### src/sv/mer_pkg.sv
// Package for the midpoint ellipse rasterizer: constants, codes, command and status types.
package mer_pkg;

	localparam int COORD_BITS  = 12;
	localparam int RADIUS_BITS = 11;
	localparam int DEC_BITS    = 48;
	localparam int PADDR_BITS  = 4;
	localparam int PDATA_BITS  = 32;

	localparam logic [1:0] REG_CENTER_X = 2'd0;
	localparam logic [1:0] REG_CENTER_Y = 2'd1;
	localparam logic [1:0] REG_RADIUS_X = 2'd2;
	localparam logic [1:0] REG_RADIUS_Y = 2'd3;

	localparam logic [1:0] PIX_PP = 2'd0;
	localparam logic [1:0] PIX_MP = 2'd1;
	localparam logic [1:0] PIX_PM = 2'd2;
	localparam logic [1:0] PIX_MM = 2'd3;

	typedef enum logic [1:0] {
		PH_DONE,
		PH_R1,
		PH_R2
	} phase_t;

	typedef enum logic [1:0] {
		SK_R1_X,
		SK_R1_XY,
		SK_R2_Y,
		SK_R2_XY
	} step_t;

	typedef enum logic [2:0] {
		MA_RX,
		MA_RY,
		MA_RX2,
		MA_RY2,
		MA_TX,
		MA_TY
	} mul_a_t;

	typedef enum logic [3:0] {
		MB_RX,
		MB_RY,
		MB_X,
		MB_Y,
		MB_ONE,
		MB_TX,
		MB_TY,
		MB_RY2,
		MB_TMP
	} mul_b_t;

	typedef enum logic [2:0] {
		ACC_HOLD,
		ACC_LOAD_D,
		ACC_LOAD_P,
		ACC_ADD_P,
		ACC_SUB_P
	} acc_op_t;

	typedef enum logic [2:0] {
		XY_HOLD,
		XY_LOAD,
		XY_INC_X,
		XY_DEC_Y,
		XY_STEP
	} xy_op_t;

	typedef enum logic [4:0] {
		S_IDLE,
		S_SQ0, S_SQ1, S_SQ2,
		S_RS0, S_RS1, S_RS2, S_RS3, S_RS4,
		S_CMP0, S_CMP1, S_CMP2, S_CMP3,
		S_RC0, S_RC1, S_RC2, S_RC3, S_RC4, S_RC5, S_RC6,
		S_EMIT0, S_EMIT1, S_EMIT2, S_EMIT3,
		S_UP0, S_UP1, S_UP2, S_UP3, S_UP4, S_UP5,
		S_DONE
	} ctrl_state_t;

	typedef struct packed {
		mul_a_t     mul_a;
		mul_b_t     mul_b;
		logic       rx2_load;
		logic       ry2_load;
		logic       tmp_load;
		acc_op_t    acc_op;
		logic [1:0] acc_sh;
		logic       d_load;
		xy_op_t     xy_op;
		logic       out_load;
		logic       out_done;
		logic [1:0] out_idx;
	} dp_cmd_t;

	typedef struct packed {
		logic y_neg;
		logic d_neg;
		logic d_pos;
		logic cmp_le;
		logic out_free;
	} dp_stat_t;

endpackage

### src/sv/mer_cfg.sv
// APB register file holding ellipse center and radii.
module mer_cfg #(
	parameter int COORD_BITS  = mer_pkg::COORD_BITS,
	parameter int RADIUS_BITS = mer_pkg::RADIUS_BITS
) (
	input  logic                                clk,
	input  logic                                arst_n,
	input  logic                                psel,
	input  logic                                penable,
	input  logic                                pwrite,
	input  logic [mer_pkg::PADDR_BITS-1:0]      paddr,
	input  logic [mer_pkg::PDATA_BITS-1:0]      pwdata,
	output logic [mer_pkg::PDATA_BITS-1:0]      prdata,
	output logic                                pready,
	output logic [COORD_BITS-1:0]               center_x,
	output logic [COORD_BITS-1:0]               center_y,
	output logic [RADIUS_BITS-1:0]              radius_x,
	output logic [RADIUS_BITS-1:0]              radius_y
);

	logic [COORD_BITS-1:0]  cx_q, cy_q;
	logic [RADIUS_BITS-1:0] rx_q, ry_q;
	logic [1:0]             idx;
	logic                   wr;

	assign idx    = paddr[mer_pkg::PADDR_BITS-1:2];
	assign wr     = psel & penable & pwrite & pready;
	assign pready = 1'b1;

	always_ff @(posedge clk or negedge arst_n) begin
		if (!arst_n) begin
			cx_q <= '0;
			cy_q <= '0;
			rx_q <= '0;
			ry_q <= '0;
		end else if (wr) begin
			case (idx)
				mer_pkg::REG_CENTER_X: cx_q <= pwdata[COORD_BITS-1:0];
				mer_pkg::REG_CENTER_Y: cy_q <= pwdata[COORD_BITS-1:0];
				mer_pkg::REG_RADIUS_X: rx_q <= pwdata[RADIUS_BITS-1:0];
				mer_pkg::REG_RADIUS_Y: ry_q <= pwdata[RADIUS_BITS-1:0];
				default: ;
			endcase
		end
	end

	always_comb begin
		case (idx)
			mer_pkg::REG_CENTER_X: prdata = mer_pkg::PDATA_BITS'(cx_q);
			mer_pkg::REG_CENTER_Y: prdata = mer_pkg::PDATA_BITS'(cy_q);
			mer_pkg::REG_RADIUS_X: prdata = mer_pkg::PDATA_BITS'(rx_q);
			mer_pkg::REG_RADIUS_Y: prdata = mer_pkg::PDATA_BITS'(ry_q);
			default:               prdata = '0;
		endcase
	end

	assign center_x = cx_q;
	assign center_y = cy_q;
	assign radius_x = rx_q;
	assign radius_y = ry_q;

endmodule

### config.mk
export PLATFORM = sky130hd
export DESIGN_NAME = mer_cfg
export DESIGN_NICKNAME = d
export VERILOG_FILES = /design/src/sv/mer_pkg.sv /design/src/sv/mer_cfg.sv
export SDC_FILE = /design/constraint.sdc
export NUM_CORES = 1
export LEC_CHECK = 0
export BUFFER_PORTS_ARGS = -buffer_cell sky130_fd_sc_hd__buf_2
export CORE_MARGIN = 1
export CORE_UTILIZATION = 27
export CTS_BUF_LIST = sky130_fd_sc_hd__clkbuf_8 sky130_fd_sc_hd__clkbuf_16
export DETAILED_ROUTE_END_ITERATION = 12
export GPL_TIMING_DRIVEN = 0
export PLACE_DENSITY_LB_ADDON = 0.15
export SLEW_MARGIN = 20
export SYNTH_ARGS = -nofsm -noshare
export SYNTH_HDL_FRONTEND = slang
export SYNTH_SLANG_ARGS = --single-unit
### constraint.sdc
create_clock -name clk -period 0.9 [get_ports clk]
set_clock_uncertainty 0.2 [all_clocks]
set_input_delay 0 -clock clk [delete_from_list [all_inputs] [get_ports clk]]
set_output_delay 0 -clock clk [all_outputs]
set_load 0.05 [all_outputs]
==> results.cfg <==
[placement]
dp_hpwl_mm = 3.563
io_buffer_count = 75
placed_area_mm2 = 0.002992
place_congestion = 0.6372
placedCellCount = 336

[grt]
globalRouteOverflowTotal = 0
grt_pass1_wl_mm = 9.246
grt_pass1_vias = 1627
grt_antenna_before_repair = 0
grt_max_degree = 47
grtUsageTotal_pct = 14.60

[cells_and_area]
final_cell_mix = buf_6 (68), dfrtp_2 (46), mux2_4 (45)
diodes = 0
fin_area_mm2 = 0.004153
layout_commonest_cell = buf_6
final_cells = 389
area_growth_pct = 86.46
nets = 327
num-fill-cells = 674
area.sequential_mm2 = 0.001209
drive_above_1_share_pct = 92.68
multiInputGateArea_mm2 = 0.001125

[power]
p_leak_uw = 0.002004
ir_drop_mv = 1.266
p_per_area_mw_per_mm2 = 2622
total_power_uw = 10890

[synth]
synth_top_family_by_area = multiplexers
synth-warning-count = 0
yosysSeqAreaShare_pct = 51.69
syn-instance-count = 140
yosysUniqueCellTypes = 14
ys_ff_latch = 46
synth_adder_area_share_pct = 0
syn_avg_cell_area_um2 = 15.91
netlist.area_leader.share_pct = 51.69
ys_top_cells_by_area = dfrtp_1 (52%), mux2_2 (23%), mux4_2 (11%)
synth_simple_gate_area_share_pct = 3.258
syn_area_mm2 = 0.002227
yosysTopAreaCell = dfrtp_1
synth_mux_area_share_pct = 34.83
synth_xor_area_share_pct = 0
synth_compound_area_share_pct = 0

[run_status]
violations = hold timing, setup timing
outcome = finished with violations

[sta]
worstMarginPinSlew_ns = 0.5987
fin_crit_ns = 1.606
rsz0062_at_grt = yes
report.final.slew_viol_count = 0
fin_ws_ns = -0.7061
finalCritPeriodShare_pct = 178.5
fmax_mhz = 622.6
hold_viol_final = 92
setup_tns_ns = -28.13
setup_viol = 104
whs_ns = -0.5067
slew_headroom_pct = 60.09

[cts]
clk_pin_slew_ns = 0.09
cts_made_buffers = 5
htree_levels = 2
clock-sinks = 46
cts_tree = built
cts_buffer_depth = 2
clk-insertion-delay-late_ns = 0.30
cts-root-buf = clkbuf_8

[floorplanning]
die_area_mm2 = 0.008616
io_pins = 120
core_mm2 = 0.007848
die_x_um = 92.82
rows = 32
initial_utilization_pct = 28.38
fp.dieH_um = 92.82

[detailed_routing]
wl_per_cell_um = 16.20
num_vias = 1648
viasPerCell = 4.237
ant_nets = 0
drc = 0
drtIter0Drc = 34
wirelength_mm = 6.302
dr.pass1.iters = 3

[setup_path]
arrival_ns = 1.41
end_kind = output port
crit_fanout = 3
r2r_start = center_x[6]
rrSetupSlack_ns = -0.32
cp_slowest_cell = mux4_2
critPathKind = register to output port
crit_chain = mux4_2 > buf_8
rr_endpoint = center_x[6]
cp.required_ns = 0.70
slowest_delay_ns = 0.49
rr_worst_depth = 3
startpoint_type = register

[job]
cap_violations = 0

[min_path]
holdCritPathClass = input pin to asynchronous set/reset pin
logic make-up after synthesis:
| kind of cell | after synthesis |
|---|---|
| other | 2 |
| and+or+nand+nor | 6 |
| buffers and inverters | 28 |
| muxes | 58 |
| DFF | 46 |
through the flow:
stage / util (%) / setup slack (ns)
2_1_floorplan: - / -0.4580
3_3_place_gp: 38.12 / -0.5826
3_5_place_dp: 38.12 / -0.5932
4_1_cts: 49.57 / -0.6927
5_1_grt: 52.92 / -0.7510
6_report: 52.92 / -0.7061
routing by layer:
layer  wire, um  track usage (%)
met4         76            4.615
met3        301            3.202
met1       2891            20.28
met2       3032            22.55
met5          0                0
area by class of cell:
cell class              count  area share (%)
clock inverters             3          0.5122
flip-flops and latches     46           29.11
repair buffers            121           32.66
well taps                 102           3.073
clock buffers               5           1.657
multi-input cells          85           27.09
plain buffers              27           5.905
flip-flops by register name (all words and copies together) (netlist names):
name,count
radius_x,11
center_y,12
center_x,12
radius_y,11
what timing repair did:
item,in CTS,in global routing
gates cloned,2,0
buffers inserted,25,23
endpoints found under the hold margin,92,92
pin swaps,1,1
setup endpoints to repair,106,104
resized for setup,165,50
how the worst max path moves through the flow:
stage                startpoint            to
finish              center_x[9]     prdata[9]
global route        center_x[9]     prdata[9]
CTS                 center_x[2]     prdata[2]
floorplan           radius_y[0]     prdata[0]
detailed placement      penable  center_x[11]
global placement        penable   center_x[5]
cell usage after synthesis:
library cell,n
and3_4,1
and3b_1,1
buf_2,2
buf_4,22
buf_6,4
conb_1,2
dfrtp_1,46
mux2_2,46
mux2i_1,1
mux4_2,11
nand3_2,1
nand3b_4,1
nor2_1,1
nor3b_4,1
worst max-delay path, delay by kind of cell (launching register included):
family	cells	cell delay (ns)
flip-flops	1	0.43
multiplexers	1	0.49
buffers and inverters	1	0.17
where the power goes:
group | total, uW | switching (uW) | internal [uW] | leakage, uW
registers | 3080 | 445 | 2640 | 0.000511
logic | 6500 | 3410 | 3090 | 0.00145
clock network | 1310 | 762 | 547 | 0.0000441
total | 10900 | 4620 | 6270 | 0.00200
Power figures use the tool's default switching activity.
