### src/sv/mer_pkg.sv
// Package for the midpoint ellipse rasterizer: constants, codes, command and status types.
package mer_pkg;

	localparam int COORD_BITS  = 12;
	localparam int RADIUS_BITS = 11;
	localparam int DEC_BITS    = 48;
	localparam int PADDR_BITS  = 4;
	localparam int PDATA_BITS  = 32;

	localparam logic [1:0] REG_CENTER_X = 2'd0;
	localparam logic [1:0] REG_CENTER_Y = 2'd1;
	localparam logic [1:0] REG_RADIUS_X = 2'd2;
	localparam logic [1:0] REG_RADIUS_Y = 2'd3;

	localparam logic [1:0] PIX_PP = 2'd0;
	localparam logic [1:0] PIX_MP = 2'd1;
	localparam logic [1:0] PIX_PM = 2'd2;
	localparam logic [1:0] PIX_MM = 2'd3;

	typedef enum logic [1:0] {
		PH_DONE,
		PH_R1,
		PH_R2
	} phase_t;

	typedef enum logic [1:0] {
		SK_R1_X,
		SK_R1_XY,
		SK_R2_Y,
		SK_R2_XY
	} step_t;

	typedef enum logic [2:0] {
		MA_RX,
		MA_RY,
		MA_RX2,
		MA_RY2,
		MA_TX,
		MA_TY
	} mul_a_t;

	typedef enum logic [3:0] {
		MB_RX,
		MB_RY,
		MB_X,
		MB_Y,
		MB_ONE,
		MB_TX,
		MB_TY,
		MB_RY2,
		MB_TMP
	} mul_b_t;

	typedef enum logic [2:0] {
		ACC_HOLD,
		ACC_LOAD_D,
		ACC_LOAD_P,
		ACC_ADD_P,
		ACC_SUB_P
	} acc_op_t;

	typedef enum logic [2:0] {
		XY_HOLD,
		XY_LOAD,
		XY_INC_X,
		XY_DEC_Y,
		XY_STEP
	} xy_op_t;

	typedef enum logic [4:0] {
		S_IDLE,
		S_SQ0, S_SQ1, S_SQ2,
		S_RS0, S_RS1, S_RS2, S_RS3, S_RS4,
		S_CMP0, S_CMP1, S_CMP2, S_CMP3,
		S_RC0, S_RC1, S_RC2, S_RC3, S_RC4, S_RC5, S_RC6,
		S_EMIT0, S_EMIT1, S_EMIT2, S_EMIT3,
		S_UP0, S_UP1, S_UP2, S_UP3, S_UP4, S_UP5,
		S_DONE
	} ctrl_state_t;

	typedef struct packed {
		mul_a_t     mul_a;
		mul_b_t     mul_b;
		logic       rx2_load;
		logic       ry2_load;
		logic       tmp_load;
		acc_op_t    acc_op;
		logic [1:0] acc_sh;
		logic       d_load;
		xy_op_t     xy_op;
		logic       out_load;
		logic       out_done;
		logic [1:0] out_idx;
	} dp_cmd_t;

	typedef struct packed {
		logic y_neg;
		logic d_neg;
		logic d_pos;
		logic cmp_le;
		logic out_free;
	} dp_stat_t;

endpackage

### src/sv/mer_if.sv


interface mer_out_if #(
	parameter int COORD_BITS = mer_pkg::COORD_BITS
);
	logic                         valid;
	logic                         ready;
	logic signed [COORD_BITS+1:0] pixel_x;
	logic signed [COORD_BITS+1:0] pixel_y;
	logic                         last_of_step;
	logic                         done_res;

	modport source (output valid, output pixel_x, output pixel_y, output last_of_step,
		output done_res, input ready);
	modport sink (input valid, input pixel_x, input pixel_y, input last_of_step,
		input done_res, output ready);
endinterface

### src/sv/mer_dp.sv
// Datapath: shared multiplier, accumulator, point and decision registers, pixel output register.
module mer_dp #(
	parameter int COORD_BITS  = mer_pkg::COORD_BITS,
	parameter int RADIUS_BITS = mer_pkg::RADIUS_BITS
) (
	input  logic                   clk,
	input  logic                   arst_n,
	input  mer_pkg::dp_cmd_t       cmd,
	output mer_pkg::dp_stat_t      stat,
	input  logic [COORD_BITS-1:0]  center_x,
	input  logic [COORD_BITS-1:0]  center_y,
	input  logic [RADIUS_BITS-1:0] radius_x,
	input  logic [RADIUS_BITS-1:0] radius_y,
	mer_out_if.source              pix
);

	localparam int R   = RADIUS_BITS;
	localparam int DW  = mer_pkg::DEC_BITS;
	localparam int MW  = 2 * R + 3;
	localparam int PW  = 2 * MW;
	localparam int AW  = (PW + 4 > DW + 2) ? PW + 4 : DW + 2;
	localparam int SW  = ((COORD_BITS > R) ? COORD_BITS : R) + 2;
	localparam int OW  = COORD_BITS + 2;

	logic [2*R-1:0]        rx2_q, ry2_q;
	logic [2*R+1:0]        tmp_q;
	logic signed [PW-1:0]  p_q;
	logic signed [AW-1:0]  acc_q;
	logic signed [DW-1:0]  d_q;
	logic [R-1:0]          x_q;
	logic signed [R:0]     y_q;

	logic signed [MW-1:0]  a_op, b_op;
	logic [R:0]            tx;
	logic signed [R:0]     ty;
	logic signed [AW-1:0]  p_sh, d_ext;
	logic [AW-DW:0]        acc_hi;
	logic signed [DW-1:0]  d_sat;
	logic [R-1:0]          x_inc;
	logic signed [R:0]     y_dec;

	logic signed [OW-1:0]  px_q, py_q;
	logic                  last_q, done_q, ov_q;
	logic signed [SW-1:0]  cx_w, cy_w, x_w, y_w, px_w, py_w;

	assign tx = {x_q, 1'b1};
	assign ty = y_q - (R+1)'(1);

	always_comb begin
		case (cmd.mul_a)
			mer_pkg::MA_RX:  a_op = {{(MW-R){1'b0}}, radius_x};
			mer_pkg::MA_RY:  a_op = {{(MW-R){1'b0}}, radius_y};
			mer_pkg::MA_RX2: a_op = {{(MW-2*R){1'b0}}, rx2_q};
			mer_pkg::MA_RY2: a_op = {{(MW-2*R){1'b0}}, ry2_q};
			mer_pkg::MA_TX:  a_op = {{(MW-R-1){1'b0}}, tx};
			mer_pkg::MA_TY:  a_op = {{(MW-R-1){ty[R]}}, ty};
			default:         a_op = '0;
		endcase
		case (cmd.mul_b)
			mer_pkg::MB_RX:  b_op = {{(MW-R){1'b0}}, radius_x};
			mer_pkg::MB_RY:  b_op = {{(MW-R){1'b0}}, radius_y};
			mer_pkg::MB_X:   b_op = {{(MW-R){1'b0}}, x_q};
			mer_pkg::MB_Y:   b_op = {{(MW-R-1){y_q[R]}}, y_q};
			mer_pkg::MB_ONE: b_op = {{(MW-1){1'b0}}, 1'b1};
			mer_pkg::MB_TX:  b_op = {{(MW-R-1){1'b0}}, tx};
			mer_pkg::MB_TY:  b_op = {{(MW-R-1){ty[R]}}, ty};
			mer_pkg::MB_RY2: b_op = {{(MW-2*R){1'b0}}, ry2_q};
			mer_pkg::MB_TMP: b_op = {1'b0, tmp_q};
			default:         b_op = '0;
		endcase
	end

	assign p_sh  = {{(AW-PW){p_q[PW-1]}}, p_q} <<< cmd.acc_sh;
	assign d_ext = {{(AW-DW){d_q[DW-1]}}, d_q};

	// clamp to the signed decision range
	assign acc_hi = acc_q[AW-1:DW-1];
	always_comb begin
		if ((&acc_hi) | ~(|acc_hi))
			d_sat = acc_q[DW-1:0];
		else if (acc_q[AW-1])
			d_sat = {1'b1, {(DW-1){1'b0}}};
		else
			d_sat = {1'b0, {(DW-1){1'b1}}};
	end

	assign x_inc = (x_q != {R{1'b1}}) ? x_q + R'(1) : x_q;
	assign y_dec = y_q - (R+1)'(1);

	always_ff @(posedge clk) begin
		p_q <= a_op * b_op;
		if (cmd.rx2_load)
			rx2_q <= p_q[2*R-1:0];
		if (cmd.ry2_load)
			ry2_q <= p_q[2*R-1:0];
		if (cmd.tmp_load)
			tmp_q <= p_q[2*R+1:0];
		case (cmd.acc_op)
			mer_pkg::ACC_LOAD_D: acc_q <= d_ext;
			mer_pkg::ACC_LOAD_P: acc_q <= p_sh;
			mer_pkg::ACC_ADD_P:  acc_q <= acc_q + p_sh;
			mer_pkg::ACC_SUB_P:  acc_q <= acc_q - p_sh;
			default: ;
		endcase
	end

	always_ff @(posedge clk or negedge arst_n) begin
		if (!arst_n) begin
			x_q <= '0;
			y_q <= '0;
			d_q <= '0;
		end else begin
			if (cmd.d_load)
				d_q <= d_sat;
			case (cmd.xy_op)
				mer_pkg::XY_LOAD: begin
					x_q <= '0;
					y_q <= {1'b0, radius_y};
				end
				mer_pkg::XY_INC_X: x_q <= x_inc;
				mer_pkg::XY_DEC_Y: y_q <= y_dec;
				mer_pkg::XY_STEP: begin
					x_q <= x_inc;
					y_q <= y_dec;
				end
				default: ;
			endcase
		end
	end

	assign cx_w = {{(SW-COORD_BITS){1'b0}}, center_x};
	assign cy_w = {{(SW-COORD_BITS){1'b0}}, center_y};
	assign x_w  = {{(SW-R){1'b0}}, x_q};
	assign y_w  = {{(SW-R-1){y_q[R]}}, y_q};
	assign px_w = cmd.out_idx[0] ? cx_w - x_w : cx_w + x_w;
	assign py_w = cmd.out_idx[1] ? cy_w - y_w : cy_w + y_w;

	always_ff @(posedge clk) begin
		if (cmd.out_load) begin
			if (cmd.out_done) begin
				px_q   <= '0;
				py_q   <= '0;
				last_q <= 1'b1;
				done_q <= 1'b1;
			end else begin
				px_q   <= px_w[OW-1:0];
				py_q   <= py_w[OW-1:0];
				last_q <= (cmd.out_idx == mer_pkg::PIX_MM);
				done_q <= 1'b0;
			end
		end
	end

	always_ff @(posedge clk or negedge arst_n) begin
		if (!arst_n)
			ov_q <= 1'b0;
		else if (cmd.out_load)
			ov_q <= 1'b1;
		else if (pix.ready)
			ov_q <= 1'b0;
	end

	assign pix.valid        = ov_q;
	assign pix.pixel_x      = px_q;
	assign pix.pixel_y      = py_q;
	assign pix.last_of_step = last_q;
	assign pix.done_res     = done_q;

	assign stat.y_neg    = y_q[R];
	assign stat.d_neg    = d_q[DW-1];
	assign stat.d_pos    = ~d_q[DW-1] & (|d_q);
	assign stat.cmp_le   = acc_q[AW-1] | ~(|acc_q);
	assign stat.out_free = ~ov_q | pix.ready;

	a_y_dec_from_nonneg: assert property (@(posedge clk) disable iff (!arst_n)
		(cmd.xy_op == mer_pkg::XY_DEC_Y || cmd.xy_op == mer_pkg::XY_STEP) |-> !y_q[R])
		else $error("y decremented below minus one");

	a_x_monotone: assert property (@(posedge clk) disable iff (!arst_n)
		(cmd.xy_op != mer_pkg::XY_LOAD) |=> (x_q >= $past(x_q)))
		else $error("x moved backward without a restart");

	a_out_no_overwrite: assert property (@(posedge clk) disable iff (!arst_n)
		(ov_q && !pix.ready) |=> ($stable(px_q) && $stable(py_q) && ov_q))
		else $error("pending pixel overwritten");

endmodule

### src/flat_wrapper.sv
// flat-port wrapper written by rule: the top's interface ports become plain ports
module mer_dp_flat 
#(
	parameter int COORD_BITS  = mer_pkg::COORD_BITS,
	parameter int RADIUS_BITS = mer_pkg::RADIUS_BITS
)
  (clk, arst_n, cmd, stat, center_x, center_y, radius_x, radius_y, pix_valid, pix_pixel_x, pix_pixel_y, pix_last_of_step, pix_done_res, pix_ready);
  mer_out_if #(.COORD_BITS(COORD_BITS)) pix_i ();
  input  logic clk;
  input  logic arst_n;
  input  mer_pkg::dp_cmd_t cmd;
  output mer_pkg::dp_stat_t stat;
  input  logic [COORD_BITS-1:0] center_x;
  input  logic [COORD_BITS-1:0] center_y;
  input  logic [RADIUS_BITS-1:0] radius_x;
  input  logic [RADIUS_BITS-1:0] radius_y;
  output wire logic [$bits(pix_i.valid)-1:0] pix_valid;
  output wire logic [$bits(pix_i.pixel_x)-1:0] pix_pixel_x;
  output wire logic [$bits(pix_i.pixel_y)-1:0] pix_pixel_y;
  output wire logic [$bits(pix_i.last_of_step)-1:0] pix_last_of_step;
  output wire logic [$bits(pix_i.done_res)-1:0] pix_done_res;
  input wire logic [$bits(pix_i.ready)-1:0] pix_ready;
  assign pix_valid = pix_i.valid;
  assign pix_pixel_x = pix_i.pixel_x;
  assign pix_pixel_y = pix_i.pixel_y;
  assign pix_last_of_step = pix_i.last_of_step;
  assign pix_done_res = pix_i.done_res;
  assign pix_i.ready = pix_ready;
  mer_dp #(.COORD_BITS(COORD_BITS), .RADIUS_BITS(RADIUS_BITS)) u_core (.clk(clk), .arst_n(arst_n), .cmd(cmd), .stat(stat), .center_x(center_x), .center_y(center_y), .radius_x(radius_x), .radius_y(radius_y), .pix(pix_i));
endmodule
### config.mk
export PLATFORM = sky130hd
export DESIGN_NAME = mer_dp_flat
export DESIGN_NICKNAME = d
export VERILOG_FILES = /design/src/sv/mer_pkg.sv /design/src/sv/mer_if.sv /design/src/sv/mer_dp.sv /design/src/flat_wrapper.sv
export SDC_FILE = /design/constraint.sdc
export NUM_CORES = 2
export LEC_CHECK = 0
export CORE_MARGIN = 2
export CORE_UTILIZATION = 65
export DETAILED_ROUTE_END_ITERATION = 16
export DONT_BUFFER_PORTS = 1
export PLACE_DENSITY = 0.86
export SYNTH_ARGS = -nofsm -noshare
export SYNTH_HDL_FRONTEND = slang
export SYNTH_SLANG_ARGS = --single-unit
### constraint.sdc
create_clock -name clk -period 29.4 [get_ports clk]
set_clock_uncertainty 0.1 [all_clocks]
set_input_delay 1.47 -clock clk [delete_from_list [all_inputs] [get_ports clk]]
set_output_delay 1.47 -clock clk [all_outputs]
set_load 0.005 [all_outputs]
==> impl_metrics.ini <==
[critical_path]
kind_of_cell_adding_the_most_delay_to_the_critical_path = adder cells
cp_common_cell = sky130_fd_sc_hd__fa_1
timing.critical_path.arrival_ps = 11710
cp_num_buf_inv = 7
critPathRequiredTime_ps = 29770
timing.reg2reg.setup_slack_ps = 18060
worstPathMaxFanout = 30
endpoint_kind_of_the_worst_setup_timing_path = flop
worst_path_largest_cell_delay_ps = 910
criticalPathCategory = reg2reg
slowest_cp_cell = sky130_fd_sc_hd__nor2_1
startpoint_type = flop

[routing]
post_drt_via_cell_ratio = 6.40
post_drt_wl_per_cell_um = 23.0
routed_wl_um = 120000
drtIter0Drc = 4060
drt_pre_antenna_iters = 6
routed-via-count = 33328
drt_drc_violations_left = 0
ant_nets = 0

[global_route]
overflow = 0
antenna_found_initial = 3
global_route.usage.total_pct = 38.3
vias_in_the_first_global_route = 33903
grt_first_pass_wirelength_um = 190000
grt_start_max_net_pins = 95

[finish]
drive_gt1_share_pct = 4.87
syn2layout_area_growth_pct = 4.39
finish.utilization_pct = 68.4
layout.nets = 5278

[min_path]
worstHoldPathType = reg2reg

[logic_synthesis]
synth-seq-area-share_pct = 18.2
yosys_register_bits = 274
mappedNetlistNets = 5409
synthDominantAreaCellType = sky130_fd_sc_hd__fa_1
synth.top_cell.area_share_pct = 31.1
synth_async_sr_flop_share_pct = 26.3
postSynthCellCount = 4480
postSynth.topFlopCell = sky130_fd_sc_hd__edfxtp_1
synthesis.area_per_instance_um2 = 9.01
edff_count_synth = 152
synthMostInstantiatedCell = sky130_fd_sc_hd__inv_1
synth.top_cells.by_count = 694 x sky130_fd_sc_hd__inv_1, 628 x sky130_fd_sc_hd__fa_1, 554 x sky130_fd_sc_hd__nand2_1
synth_area_um2 = 40400
synthesis.yosys.warnings = 0
yosysUniqueCellTypes = 86
synth.top_cells.by_area = sky130_fd_sc_hd__fa_1 31%, sky130_fd_sc_hd__edfxtp_1 11%, sky130_fd_sc_hd__ha_1 7.1%

[sta]
rsz0062_at_grt = false
setup-tns-final_ps = 0
max_frequency_ghz = 0.0882
setup_ws_ps = 18060
worst_slew_margin_pct = 19.0
timing.final.crit_share_pct = 38.6
setup_viol = 0
worst-slew-pin-transition_ps = 1210
timing.final.crit_period_ps = 11340
finalMaxSlewViolations = 0
hold_viol_final = 0

[floorplan]
die_area_um2 = 64100
core.rowCount = 91
fp.dieH_um = 253
coreArea_um2 = 61600
chipWidth_um = 253
boundaryPins = 108
initial_util_pct = 65.5

[clock_network]
cts.sinks = 274
clock_insertion_delay_worst_skew_ps = 600
cts_resized = 0
cts_buffers = 29
post-cts-setup-buffers = 0
root_buffer = sky130_fd_sc_hd__clkbuf_16
hold_buffers = 0
max-clock-path-buffers = 3
clk_transition_reported_paths_ps = 70
cts_tree = built
htree_levels = 1

[pwr]
powerDensity_nw_per_um2 = 58.7
leakage_component_of_the_power_nw = 20.0
totalPowerFinal_mw = 2.47
vdd_drop_max_mv = 0.0563

[placed_design]
numPortBuffers = 0
globalplace.congestion = 1.01
detailed_place_hpwl_um = 91100
dp_worst_setup_slack_ps = 17980

[outcome]
status = finished, final reports clean

[job]
maxCapViolations = 0
==> kinds of logic after synthesis <==
| kind of cell | share of synthesized area (%) |
|---|---|
| flip-flops | 18.2 |
| XOR/XNOR | 4.25 |
| AND/OR/NAND/NOR | 14.3 |
| buffers and inverters | 8.76 |
| adder cells (fa/ha/maj) | 38.2 |
| multiplexers | 3.77 |
| AO/OA/AOI/OAI | 12.5 |
==> through the flow <==
stage / instance area, µm² / instances / hold WS (ps)
6_report: 42100 / 5211 / 379
4_1_cts: 42100 / 5209 / 376
2_1_floorplan: 40400 / 4480 / 326
3_5_place_dp: 41100 / 5155 / 378
5_1_grt: 42100 / 5209 / 405
3_3_place_gp: 41100 / 5155 / 372
==> layout make-up <==
cell class	instances	area (µm²)
Timing Repair Buffer	63	473
Inverter	694	2610
Clock inverter	21	300
Multi-Input combinational cell	3287	29600
Clock buffer	33	771
Tap cell	837	1050
Fill cell	4626	19500
Sequential cell	274	7370
Antenna cell	2	5.00
==> power breakdown <==
part / internal (mW) / switching (mW) / total [mW]
Clock: 0.244 / 0.177 / 0.421
Sequential: 0.531 / 0.123 / 0.654
Combinational: 0.529 / 0.869 / 1.40
Total: 1.30 / 1.17 / 2.47
==> state kept, by name (all words and copies together), names as in the netlist <==
signal / cells
u_core.acc_q: 54
u_core.p_q: 50
u_core.d_q: 48
u_core.tmp_q: 24
u_core.rx2_q: 22
u_core.ry2_q: 22
u_core.pix.pixel_x: 14
u_core.pix.pixel_y: 14
u_core.y_q: 12
u_core.x_q: 11
u_core.pix.done_res: 1
u_core.pix.last_of_step: 1
u_core.pix.valid: 1
==> layout by cell type, fill, tap and decap left out, types with 19 or more instances in the layout <==
master and n:
sky130_fd_sc_hd__dfrtp_1 72, sky130_fd_sc_hd__xnor2_1 127, sky130_fd_sc_hd__a211oi_1 27, sky130_fd_sc_hd__nor2b_1 33, sky130_fd_sc_hd__buf_4 63, sky130_fd_sc_hd__dfxtp_1 50
sky130_fd_sc_hd__nand2_1 554, sky130_fd_sc_hd__and3_1 19, sky130_fd_sc_hd__a21oi_1 272, sky130_fd_sc_hd__o221ai_1 28, sky130_fd_sc_hd__a21o_1 66, sky130_fd_sc_hd__mux2_2 32
sky130_fd_sc_hd__nor4_1 30, sky130_fd_sc_hd__and2_1 33, sky130_fd_sc_hd__nand3_1 46, sky130_fd_sc_hd__edfxtp_1 152, sky130_fd_sc_hd__a22oi_1 29, sky130_fd_sc_hd__ha_1 229
sky130_fd_sc_hd__nand4_1 24, sky130_fd_sc_hd__mux2i_1 66, sky130_fd_sc_hd__nor2_1 450, sky130_fd_sc_hd__nor3_1 48, sky130_fd_sc_hd__a31oi_1 25, sky130_fd_sc_hd__fa_1 628
sky130_fd_sc_hd__o21ai_0 143, sky130_fd_sc_hd__clkbuf_16 29, sky130_fd_sc_hd__xor2_1 66, sky130_fd_sc_hd__o211ai_1 20, sky130_fd_sc_hd__inv_1 694, sky130_fd_sc_hd__nand2b_1 20
sky130_fd_sc_hd__o21bai_1 21
==> path summary, 6_finish.rpt <==
path                                      startpoint  cells after the start                    endpoint
hold reg to reg               u_core.p_q[22]$_DFF_P_                      0  u_core.tmp_q[22]$_DFFE_PP_
min in group asynchronous                     arst_n                      0   u_core.d_q[5]$_DFFE_PN0P_
setup / recovery           u_core.y_q[2]$_DFFE_PN0P_                     34      u_core.p_q[49]$_DFF_P_
setup reg to reg           u_core.y_q[2]$_DFFE_PN0P_                     34      u_core.p_q[49]$_DFF_P_
max in group asynchronous                     arst_n                      0   u_core.x_q[6]$_DFFE_PN0P_
hold / removal                u_core.p_q[22]$_DFF_P_                      0  u_core.tmp_q[22]$_DFFE_PP_
==> metal layers <==
metal / vias to the layer above / GRT usage (%) / routed length [µm]
met5: - / 0 / 47
met4: 2 / 18.2 / 7170
met3: 502 / 9.12 / 15100
met2: 2240 / 59.2 / 53600
met1: 16249 / 51.2 / 43800
li1: 14335 / - / -
Power figures use the tool's default switching activity.
